## config.mk

```make
export PLATFORM = sky130hd
export DESIGN_NAME = psa_ram
export DESIGN_NICKNAME = d
export VERILOG_FILES = /design/src/rtl/psa_ram.sv
export SDC_FILE = /design/constraint.sdc
export NUM_CORES = 1
export LEC_CHECK = 0
export BUFFER_PORTS_ARGS = -buffer_cell sky130_fd_sc_hd__buf_2
export CORE_ASPECT_RATIO = 1.2
export CORE_MARGIN = 3
export CORE_UTILIZATION = 50
export CTS_CLUSTER_DIAMETER = 120
export DETAILED_ROUTE_END_ITERATION = 16
export GPL_TIMING_DRIVEN = 0
export PLACE_DENSITY = 0.76
export SYNTH_ARGS = -nofsm -noshare
export SYNTH_HDL_FRONTEND = slang
export SYNTH_SLANG_ARGS = --single-unit
```

## constraint.sdc

```tcl
create_clock -name clock -period 4.8 [get_ports clock]
set_input_delay 0.48 -clock clock [delete_from_list [all_inputs] [get_ports clock]]
set_output_delay 0.48 -clock clock [all_outputs]
set_load 0.01 [all_outputs]
```

## src/rtl/psa_ram.sv

```systemverilog
`default_nettype none
module psa_ram #(
   parameter int WIDTH = 8,
   parameter int DEPTH = 16
) (
   input  wire logic                     clock,
   input  wire logic                     wr_en,
   input  wire logic [$clog2(DEPTH)-1:0] wr_addr,
   input  wire logic [WIDTH-1:0]         wr_data,
   input  wire logic                     rd_en,
   input  wire logic [$clog2(DEPTH)-1:0] rd_addr,
   output logic      [WIDTH-1:0]         rd_data
);

   logic [WIDTH-1:0] mem_ff [DEPTH];
   logic [WIDTH-1:0] rd_data_ff;

   always_ff @(posedge clock) begin
      if (wr_en) begin
         mem_ff[wr_addr] <= wr_data;
      end
      if (rd_en) begin
         rd_data_ff <= mem_ff[rd_addr];
      end
   end

   assign rd_data = rd_data_ff;

endmodule
`default_nettype wire

```

# Yosys cells after proc, flatten, opt, wreduce, memory -nomap -nowiden
# Memories as Yosys holds them, arrays and structs flattened. A register that Yosys moved wholly into a read port is not among the register bits.
# Index checks and enable logic that the tools add are counted.
classes:
  muxes: 2
op_table:
  columns: ["op", "count"]
  rows:
  - ["$mux W1", 2]
word_totals:
  ff_bits: 0
  ram_bits: 128
  inputBits: 19
  out_inout_bits: 8
  word_cells: 3
  mem_count: 1
memory_table:
  columns: ["memory", "depth", "width", "rd", "rd_ports_with_merged_regs", "write_ports", "line", "rtl"]
  rows:
  - ["mem_ff", 16, 8, 1, 1, 1, "15", "logic [WIDTH-1:0] mem_ff [DEPTH];"]

# Depth between registers and ports, before layout
depth:
  ltp_word: 2
  mapped_depth: 5
  mapped_depth_nobuf: 3

# Worst setup path after synthesis
# OpenSTA, ideal clock, no wires.
synth_timing:
  kind: "input to register"
  start: "in wr_addr[2]"
  end: "mem mem_ff[0][0], enable pin"
  setup_ps: 383
  arrival_ps: 1590
  required_ps: 4417
  slack_ps: 2827
  path_stages: 2
  path_buffers: 0
  cell_sequence: "or3b_2 nor3_1"
synth_rtl:
  columns: ["element", "line", "rtl"]
  rows:
  - ["start, declared", "8", "input wire logic [$clog2(DEPTH)-1:0] wr_addr,"]
  - ["end, declared", "15", null]
# No word-level cell before the write port.

# Worst setup path in the final report
layout_timing:
  start: "in wr_addr[2]"
  end: "mem mem_ff[0][7], enable pin"
# No word-level cell before the write port.

==> summary.txt <==
Vias in the first global route: 2,500
Critical path class: in -> reg
Compound-Gate Fraction of Synth Area: 2.30%
Post-Route WL: 9.74 mm
Cell count after synthesis: 229
Crit path time final: 2.11 ns
Vias per cell: 6.00
Adder-Cell Fraction of Synth Area: 0%
Clock Sink Count: 136
Layout cells sized above 1: 30.3%
Slack of the worst reg-to-reg path: 3.17 ns
Residual DRC: 0
Fin crit share: 43.9%
Most frequent cell after synthesis: edfxtp_1
Max-Cap Viols: 0
Worst Path Max Fanout: 8
Initial Utilization: 51.7%
Number of fill cells: 696
Worst slew pin tran: 1.31 ns
Post-synth top cells: edfxtp_1 (136), mux4_2 (18), a22oi_1 (16), mux4_1 (14), nor2_1 (13)
VDD IR max: 0.285 mV
Largest net degree at the start of global routing: 17
RSZ-0062 raised after global routing: false
Flip-flop and latch count after synthesis: 136
Ys flop type: edfxtp_1
CTS tree: built
Largest family of logic cells by synthesized area: multiplexers
F_max: 0.475 GHz
CTS buffer count: 17
Setup crit end kind: flip-flop
CTS resizes: 0
Clk buf depth: 2
Die area: 11,700 um2
Final setup vio count: 0
Root Buffer: clkbuf_16
Final ANT Viol Nets: 0
Critical Path Start Type: input pin
Yosys cell types: 18
Worst path required time: 4.83 ns
Post-synthesis simple-gate area fraction: 3.14%
Worst skew pair latency: 0.41 ns
Final hold vios: 0
Synthesis-to-layout area growth: 18.5%
HP Class: in -> reg
H-tree Lvls: 4
Top-area cell type share of the netlist area: 78.1%
Clock-pin slew on the worst setup and hold paths: 0.06 ns
P per Cell Area: 473 nW/um2
N_diodes: 0
Final Wtd Congestion: 0.725
EDFF count, synth: 136
Total number of yosys warnings: 0
Total power: 2.93 mW
Initial antenna violation count: 0
Status: finished clean
Die X-Extent: 99.3 um
Ys async rst share: 0%
Leak pwr: 2.07 nW
Register area share after synthesis: 78.1%
Detail Placement HPWL: 6.04 mm
Synth top area cells: edfxtp_1 (78%), mux4_2 (7.8%), mux4_1 (7.0%), a22oi_1 (2.3%), nor2_1 (0.93%)
Core box area: 10,100 um2
I/O pin cnt: 27
CTS Hold Bufs: 0
Mux share of post-synthesis cell area: 14.8%
Syn Nets: 248
Mapped Area: 5230 um2
Setup TNS: 0 ns
Pre-antenna DRT Iters: 5
Postcts setup bufs: 0
Slew HR: 12.2%
Initial DRC Count: 286
GRT Util Overall: 18.0%
Remaining global-route overflow: 0
Vias post-DR: 2,478
Xor and xnor fraction of the mapped netlist area: 0%
Rows: 40
Skew final: 0.00487 ns
Post-synth top area cell: edfxtp_1
Syn avg cell area: 22.8 um2
I/O Buffers: 25
Avg WL per Cell: 23.6 um
Max-slew violations: 0
Post-layout util: 61.3%
Die height: 118 um
First-pass GRT wire length: 14.8 mm
Arrival @ worst endpoint: 2.13 ns
Nets: 293
cells in the final DEF (no fill, tap or decap):
master	Yosys	routed
nor3_1	4	4
clkinv_2	0	1
nand3_1	1	1
nor2b_1	1	1
buf_4	1	1
and2_1	1	1
nand2_1	9	9
edfxtp_1	136	136
mux4_1	14	14
buf_6	3	3
nor2_1	13	13
a22oi_1	16	16
mux4_2	18	18
inv_6	0	1
clkinvlp_4	0	4
nand2b_1	2	2
clkbuf_4	0	1
clkbuf_16	0	17
nand3b_1	2	2
clkdlybuf4s25_2	3	3
buf_2	3	28
and2b_1	1	1
bufinv_16	0	6
clkinv_4	0	3
or3b_2	1	1
final timing paths:
check / start / to / depth (start not counted)
worst max-delay path: wr_addr[2] / mem_ff[0][7] / 3
worst min-delay path: rd_en / rd_data[3] / 1
worst max register to register: mem_ff[6][0] / rd_data[0] / 3
worst min register to register: mem_ff[11][4] / rd_data[4] / 3
layer usage:
metal	track usage (%)	wire [um]
met5	0	0
met4	6.92	142
met3	6.64	822
met2	26.9	4810
met1	24.4	3960
final cells by class:
type | instances | area, um2 | area share [%]
multi-input cells | 83 | 1060 | 17.1
clock inverters | 15 | 250 | 4.04
repair buffers | 26 | 133 | 2.14
flip-flops and latches | 136 | 4080 | 65.9
clock buffers | 17 | 425 | 6.87
well taps | 126 | 158 | 2.55
plain buffers | 10 | 86.3 | 1.39
cells by family (layout without fill, tap and decap cells):
| logic type | after synthesis | count (layout) |
|---|---|---|
| muxes | 32 | 32 |
| and+or+nand+nor | 35 | 35 |
| AOI/OAI and AO/OA | 16 | 16 |
| DFF | 136 | 136 |
| buffers and inverters | 10 | 68 |
critical path: stages:
cell and delay (ns):
buf_2 0.11, or3b_2 0.52, nor3_1 1.01
flip-flops by register name (all words and copies together), names as in the netlist:
register,count
rd_data,8
mem_ff,128
metrics by stage:
stage | cell area (um2) | instances | worst slack, ns | hold WS [ns]
6_report | 6190 | 413 | 2.69 | 0.405
3_3_place_gp | 5510 | 380 | 2.27 | 0.735
2_1_floorplan | 5230 | 229 | 2.83 | 0.579
3_5_place_dp | 5510 | 380 | 2.24 | 0.756
4_1_cts | 6190 | 412 | 2.68 | 0.403
5_1_grt | 6190 | 413 | 2.60 | 0.405
where the power goes:
group | internal, mW | switching [mW] | total [mW]
logic | 0.0516 | 0.0742 | 0.126
clock network | 0.975 | 0.484 | 1.46
registers | 1.34 | 0.00590 | 1.34
total | 2.37 | 0.564 | 2.93
Note: power is estimated with default switching activity, not from simulation.
