[config.mk]
export PLATFORM = sky130hd
export DESIGN_NAME = psa_mac_unit
export DESIGN_NICKNAME = d
export VERILOG_FILES = /design/src/rtl/psa_pkg.sv /design/src/rtl/psa_mac_unit.sv
export SDC_FILE = /design/constraint.sdc
export NUM_CORES = 2
export LEC_CHECK = 0
export BUFFER_PORTS_ARGS = -buffer_cell sky130_fd_sc_hd__buf_2
export CORE_MARGIN = 2
export CORE_UTILIZATION = 50
export DETAILED_ROUTE_END_ITERATION = 10
export PLACE_DENSITY_LB_ADDON = 0.15
export SLEW_MARGIN = 15
export SYNTH_ARGS = -nofsm -noshare
export SYNTH_HDL_FRONTEND = slang
export SYNTH_SLANG_ARGS = --single-unit
[constraint.sdc]
create_clock -name clock -period 10.6 [get_ports clock]
set_input_delay 1.06 -clock clock [delete_from_list [all_inputs] [get_ports clock]]
set_output_delay 1.06 -clock clock [all_outputs]
set_load 0.02 [all_outputs]
[src/rtl/psa_pkg.sv]
`default_nettype none
package psa_pkg;

   localparam int FRAME_WIDTH  = 320;
   localparam int FRAME_HEIGHT = 240;
   localparam int PIXEL_COUNT  = FRAME_WIDTH * FRAME_HEIGHT;
   localparam int ADDR_W       = $clog2(PIXEL_COUNT);

   localparam int CH_W      = 20;
   localparam int COLOR_W   = 16;
   localparam int WEIGHT_W  = 17;
   localparam int GAIN_W    = 16;
   localparam int POS_W     = 19;
   localparam int COORD_W   = 12;
   localparam int CONTRIB_W = 18;
   localparam int SCALE_W   = COLOR_W + WEIGHT_W;
   localparam int BYTE_W    = 8;
   localparam int CSR_IDX_W = 3;
   localparam int TAP_W     = 3;

   localparam logic [CH_W-1:0] CH_MAX = {CH_W{1'b1}};

   localparam logic [TAP_W-1:0] TAP_CENTER = 3'd0;
   localparam logic [TAP_W-1:0] TAP_LAST   = 3'd4;

   localparam logic [CH_W-1:0]   BG_RED_RESET      = 20'd983;
   localparam logic [CH_W-1:0]   BG_GREEN_RESET    = 20'd0;
   localparam logic [CH_W-1:0]   BG_BLUE_RESET     = 20'd3277;
   localparam logic [GAIN_W-1:0] CENTER_GAIN_RESET = 16'd55706;
   localparam logic [GAIN_W-1:0] ARM_GAIN_RESET    = 16'd19661;

   typedef enum logic [1:0] {
      CMD_SPLAT = 2'd0,
      CMD_READ  = 2'd1,
      CMD_FILL  = 2'd2
   } cmd_type;

   typedef enum logic [CSR_IDX_W-1:0] {
      REG_BG_RED      = 3'd0,
      REG_BG_GREEN    = 3'd1,
      REG_BG_BLUE     = 3'd2,
      REG_CENTER_GAIN = 3'd3,
      REG_ARM_GAIN    = 3'd4
   } csr_index_type;

   typedef struct packed {
      logic [COLOR_W-1:0] red;
      logic [COLOR_W-1:0] green;
      logic [COLOR_W-1:0] blue;
   } rgb_color_type;

   typedef struct packed {
      logic [CH_W-1:0] red;
      logic [CH_W-1:0] green;
      logic [CH_W-1:0] blue;
   } rgb_accum_type;

   typedef struct packed {
      logic [BYTE_W-1:0] red;
      logic [BYTE_W-1:0] green;
      logic [BYTE_W-1:0] blue;
   } rgb_byte_type;

   typedef struct packed {
      logic              load_scale;
      logic              load_tap;
      logic [GAIN_W-1:0] gain;
   } mac_ctrl_type;

   function automatic logic [COORD_W:0] tap_dx(input logic [TAP_W-1:0] tap);
      logic [COORD_W:0] d;
      case (tap)
         3'd1:    d = 13'h0001;
         3'd2:    d = 13'h1FFF;
         default: d = 13'h0000;
      endcase
      return d;
   endfunction

   function automatic logic [COORD_W:0] tap_dy(input logic [TAP_W-1:0] tap);
      logic [COORD_W:0] d;
      case (tap)
         3'd3:    d = 13'h0001;
         3'd4:    d = 13'h1FFF;
         default: d = 13'h0000;
      endcase
      return d;
   endfunction

endpackage
`default_nettype wire

[src/rtl/psa_mac_unit.sv]
`default_nettype none
module psa_mac_unit (
   input  wire logic                   clock,
   input  wire psa_pkg::mac_ctrl_type  ctrl,
   input  wire psa_pkg::rgb_color_type color,
   input  wire logic [psa_pkg::WEIGHT_W-1:0] weight,
   input  wire psa_pkg::rgb_accum_type acc,
   output psa_pkg::rgb_accum_type      sum
);

   localparam int PROD_W = psa_pkg::SCALE_W + psa_pkg::WEIGHT_W;

   logic [psa_pkg::COLOR_W-1:0] col [3];
   logic [psa_pkg::CH_W-1:0]    acc_lane [3];
   logic [psa_pkg::CH_W-1:0]    sum_lane [3];

   assign col[0] = color.red;
   assign col[1] = color.green;
   assign col[2] = color.blue;
   assign acc_lane[0] = acc.red;
   assign acc_lane[1] = acc.green;
   assign acc_lane[2] = acc.blue;
   assign sum.red   = sum_lane[0];
   assign sum.green = sum_lane[1];
   assign sum.blue  = sum_lane[2];

   for (genvar i = 0; i < 3; i++) begin : g_lane
      logic [psa_pkg::SCALE_W-1:0]   scale_ff;
      logic [psa_pkg::CONTRIB_W-1:0] contrib_ff;
      logic [psa_pkg::SCALE_W-1:0]   op_a;
      logic [psa_pkg::WEIGHT_W-1:0]  op_b;
      logic [PROD_W-1:0]             prod;
      logic [PROD_W-1:0]             rounded;
      logic [psa_pkg::CH_W:0]        total;

      always_comb begin
         if (ctrl.load_scale) begin
            op_a = psa_pkg::SCALE_W'(col[i]);
            op_b = weight;
         end else begin
            op_a = scale_ff;
            op_b = psa_pkg::WEIGHT_W'(ctrl.gain);
         end
         prod    = PROD_W'(op_a) * PROD_W'(op_b);
         rounded = prod + (PROD_W'(1) << 30);
         total   = (psa_pkg::CH_W + 1)'(acc_lane[i]) + (psa_pkg::CH_W + 1)'(contrib_ff);
         sum_lane[i] = total[psa_pkg::CH_W] ? psa_pkg::CH_MAX
                                            : total[psa_pkg::CH_W-1:0];
      end

      always_ff @(posedge clock) begin
         if (ctrl.load_scale) begin
            scale_ff <= prod[psa_pkg::SCALE_W-1:0];
         end
         if (ctrl.load_tap) begin
            contrib_ff <= rounded[48:31];
         end
      end
   end

endmodule
`default_nettype wire
* Word-level counts from Yosys, hierarchy flattened *
Index checks and enable logic that the tools add are counted.

cells by class
  $add $sub $neg = 6
  $mul = 3
  mux-type cells = 7

operators by type and width
  operator                  count
  $add A49 B31 Y49 const B  3
  $mul A33 B17 Y49          3
  $mux W33                  3
  $add A20 B18 Y21          3
  $mux W20                  3
  $mux W17                  1

word-level totals
  input port bits = 144
  flip-flop bits (word level) = 153
  logic and storage cells = 22
  output and inout port bits = 60

* Logic depth before layout (Yosys ltp) *
  word-level depth = 3
  gate-level depth with buffers = 33
  gate-level depth less buffers = 28

* Least setup slack after synthesis *
Ideal clock, no wire load.

  kind = in2reg
  start point = in ctrl[17] (netlist bit)
  end point = reg g_lane[1].contrib_ff[17] (netlist bit) (data pin)
  arrival time = 8408 ps
  path buffers = 4
  library setup time = 260 ps
  data required time = 10340 ps
  slack = 1932 ps
  stages = 27
  path through = clkbuf_1 buf_1 clkbuf_1 mux2i_1 nor2_1 fa_1 inv_1 fa_1 fa_1 inv_1 fa_1 fa_1 fa_1 ha_1 buf_2 a21oi_1 o21ai_1 a2111oi_0 nor2_1 or2_2 a31oi_1 xnor2_1 ha_1 nand4_1 nor3_2 nand4_1 xnor2_1

between the ends
  cells in the longest elaborated chain, start to end = 3
  elaborated cells between the ends (all ways) = 4
  those cells by class = add/sub (1); mul (1); mux (2)

ends and longest elaborated chain
  what                                  RTL line            RTL
  start: declaration                    psa_mac_unit.sv:4   input wire psa_pkg::mac_ctrl_type ctrl,
  $mux W33 or $mux W17 (tied branches)  psa_mac_unit.sv:37  if (ctrl.load_scale) begin
  $mul A33 B17 Y49 (*)                  psa_mac_unit.sv:44  prod = PROD_W'(op_a) * PROD_W'(op_b);
  net g_lane[1].prod[31]                psa_mac_unit.sv:32  logic [PROD_W-1:0] prod;
  $add A49 B31 Y49 (*)                  psa_mac_unit.sv:45  rounded = prod + (PROD_W'(1) << 30);
  net g_lane[1].rounded[48]             psa_mac_unit.sv:33  logic [PROD_W-1:0] rounded;
  end signal: assignment                psa_mac_unit.sv:56  contrib_ff <= rounded[48:31];
  end: declaration                      psa_mac_unit.sv:29  logic [psa_pkg::CONTRIB_W-1:0] contrib_ff;

Mark *: on every way through the listed nets, which the timed path passes. The rest lies on a longest branch.
A chain may end at the register's enable or synchronous reset.

* Worst setup path after layout *
Same ends and word-level chain as after synthesis.

==> results.txt <==
The flow ran to the end, and the final reports show no timing, DRC or antenna violations. The class of the most critical setup path is primary input to flip-flop. The relative slew slack came out at 0.224.

The TritonCTS clock tree is yes. The placed cell area is 0.0642 mm^2. After detailed routing, the number of vias per cell comes to 5.46. The slowest stage of the critical path is the a2111oi_0 cell. Of all nets on the critical path, the largest fanout is 78. In this run the most critical hold path is launched from g_lane[2].scale_ff[0]. CTS placed an instance of clkbuf_16 at the clock tree root. The most critical setup path has its startpoint at ctrl[17]. The clock edge transition at the registers on the reported setup and hold paths came out at 0.08 ns. By area the synthesized netlist is led by fa_1 45%, inv_1 9.2%, ha_1 8.5%, edfxtp_1 7.5%, nand2_1 7.4%. Measured in cells, the most critical reg-to-reg path has a length of 23.

The final count of pins violating max slew is 0. In the final layout, the share of cells above drive strength 1 is 0.0647. The number of rows created at floorplan is 128.

The total setup violations reported at the end of the flow is 0. The final routed DRC violation total came out at 0. The overall die height came out at 354 um.

The area share of the leading cell type in the synthesized netlist is 0.454. The number of levels in the clock H-tree is 4. For this configuration, the core starts out at a cell density of 0.504. The required time reported for the critical path endpoint is 10.87 ns. The sum of routed wire length over all layers is 178000 um. The core area came out at 0.122 mm^2.

The top-level port count is 204. Counting every sink on the clock net gives 153. The average detailed-routed wire length per instance came out at 20.8 um. The kind of cell with the highest combined delay along the critical path is adder cells.

The total of buffers placed on input and output ports is 203. The part of the Yosys area used for sequential elements is 0.0748. The final clock period utilization by the worst path is 0.877. The post-CTS setup repair buffer count came out at 0. The post-synth design cell area came out at 0.0614 mm^2. The mean post-synth cell area came out at 8.87 um^2. The area growth from synthesis to layout is 5.59%. The maximum clock insertion buffer count came out at 2.

The worst hold path terminates at g_lane[2].scale_ff[0]. The via count came out at 46924. The transition time of the tightest slew-check pin is 1.13 ns. The Yosys step of the flow raised 0 warnings. The largest total area in the synthesized netlist belongs to fa_1.

The setup skew after layout came out at 0.0162 ns. The pre-antenna-repair detailed-routing pass consisted of 6 iterations. Across the run, the number of max-cap violations was 0.

The post-synthesis cell count came out at 6917. The peak clock frequency supported by timing is 108 MHz. The number of global-route vias before repair is 49922. The endpoint arrival time on the critical path came out at 9.57 ns. Yosys mapped a number of flops with a built-in enable equal to 153. The number of antenna violations at the first check in global routing came out at 8. The start of the worst register-to-register path is g_lane[1].scale_ff[5]. The worst hold path was traced through 2 stages. The most prevalent standard cell on the critical path is fa_1. The post-synthesis register bit count is 153.

The TritonCTS buffer count is 17. The die is 354 um wide. The post-cts sizing count came out at 0. The first global-routing pass estimated 286000 um of wire. The worst stage delay on the critical path is 0.76 ns. The post-route cell area came out at 0.0648 mm^2.

Setup repair after global routing left no endpoint under its margin. The total number of nets in the final design is 8898. The starting DRC count in detailed routing came out at 3429. The post-layout minimum cycle time came out at 9.30 ns.

The later pin in the worst-skew pair is clocked with a latency of 0.52 ns. The number of buffer and inverter instances along the worst setup path came out at 4. The global route total overflow came out at 0. The synthesized netlist contains 108 unique library cells. In the global route stage, overall resource usage came out at 0.295. The async set-or-reset flop fraction in the synthesized netlist came out at 0.

The count of nets left with antenna violations after detail routing came out at 0. The worst register-to-register path ends at g_lane[1].contrib_ff[17]. The quantity of hold-fixing buffers added after cts came out at 0. The area of the die is 0.126 mm^2. The HPWL after detailed placement came out at 146000 um. STA classifies the critical path endpoint as a flip-flop.

The prevailing post-synth register cell is edfxtp_1. The type of the tightest min-delay check is flip-flop to flip-flop. The setup TNS is 0 ns.

The final-report hold violation count came out at 0. Routability-driven placement finished with a final weighted congestion of 0.977. The cell depth of the worst setup path came out at 25. The setup slack of the most critical reg-to-reg path is 2.35 ns. The largest net degree at the start of global routing is 79. The worst setup path is launched from a primary input.
-- cell usage after synthesis (all sizes together) (6+ instances only) --
| master | count |
|---|---|
| nand4 | 41 |
| and2 | 255 |
| o21ai | 117 |
| a211oi | 23 |
| or3 | 10 |
| nor3 | 29 |
| nor4 | 12 |
| fa | 1392 |
| nand2 | 1208 |
| xor2 | 84 |
| mux2i | 54 |
| a21oi | 190 |
| nor2 | 445 |
| nor2b | 42 |
| o2111ai | 6 |
| a21o | 85 |
| a31oi | 21 |
| mux2 | 48 |
| inv | 1507 |
| and3 | 65 |
| o211ai | 17 |
| a211o | 8 |
| o31ai | 10 |
| xnor2 | 133 |
| nor3b | 6 |
| nand2b | 30 |
| nand3 | 46 |
| a21boi | 10 |
| edfxtp | 153 |
| o21a | 19 |
| o221ai | 6 |
| nand3b | 6 |
| clkbuf | 285 |
| o21bai | 24 |
| buf | 37 |
| ha | 417 |
| or2 | 6 |
-- sequential cells by signal (all words and copies together) (netlist names) --
name and count:
g_lane.contrib_ff 54, g_lane.scale_ff 99
-- layout by cell type (no fill, tap or decap), types with 84 or more instances in the layout --
master,count
and2_1,254
inv_1,1507
o21ai_0,92
a21o_1,84
nand2_1,1203
buf_2,202
edfxtp_1,153
ha_1,417
a21oi_1,175
fa_1,1392
xnor2_1,132
nor2_1,445
-- worst max path at each step --
stage,to,slack [ns]
2_1_floorplan,g_lane[1].contrib_ff[17],1.93
3_3_place_gp,g_lane[1].contrib_ff[17],0.90
5_1_grt,g_lane[1].contrib_ff[17],0.85
6_report,g_lane[1].contrib_ff[17],1.30
3_5_place_dp,g_lane[1].contrib_ff[17],0.87
4_1_cts,g_lane[1].contrib_ff[17],1.40
-- cells by family after synthesis --
kind of cell	synth area share
adder cells (fa/ha/maj)	0.539
multiplexers	0.0176
buffers and inverters	0.113
AO/OA/AOI/OAI	0.0641
AND/OR/NAND/NOR	0.160
other	0.000122
XOR/XNOR	0.0313
flip-flops	0.0748
-- tightest hold or removal path: cells and delay by family, from the launching register on --
kind / cells / cell delay, ns
flops: 1 / 0.35
mux: 1 / 0.20
simple gates: 1 / 0.14
-- cell type report --
class	instances	area [um^2]
Fill cell	11417	57100
Multi-Input combinational cell	4981	50200
Inverter	1507	5660
Sequential cell	153	4590
Tap cell	1625	2030
Timing Repair Buffer	285	1720
Clock buffer	17	425
Clock inverter	14	146
Antenna cell	7	17.5
-- per-layer routing --
metal / vias up / wire length (um) / GRT usage
li1: 20786 / - / -
met1: 24234 / 76200 / 0.412
met2: 1688 / 83500 / 0.476
met3: 212 / 13500 / 0.0479
met4: 4 / 5090 / 0.0876
met5: - / 24 / 0
-- stage by stage --
stage | hold slack, ns | util | setup slack [ns] | cells
global route | 0.845 | 0.532 | 0.848 | 8586
CTS | 0.803 | 0.532 | 1.40 | 8582
floorplan | 0.592 | - | 1.93 | 6963
finish | 0.809 | 0.532 | 1.30 | 8589
global placement | 0.757 | 0.527 | 0.903 | 8551
detailed placement | 0.783 | 0.527 | 0.871 | 8551
Power is not shown: default switching activity piles up to over one toggle a cycle in this logic, so the estimate is an artifact.
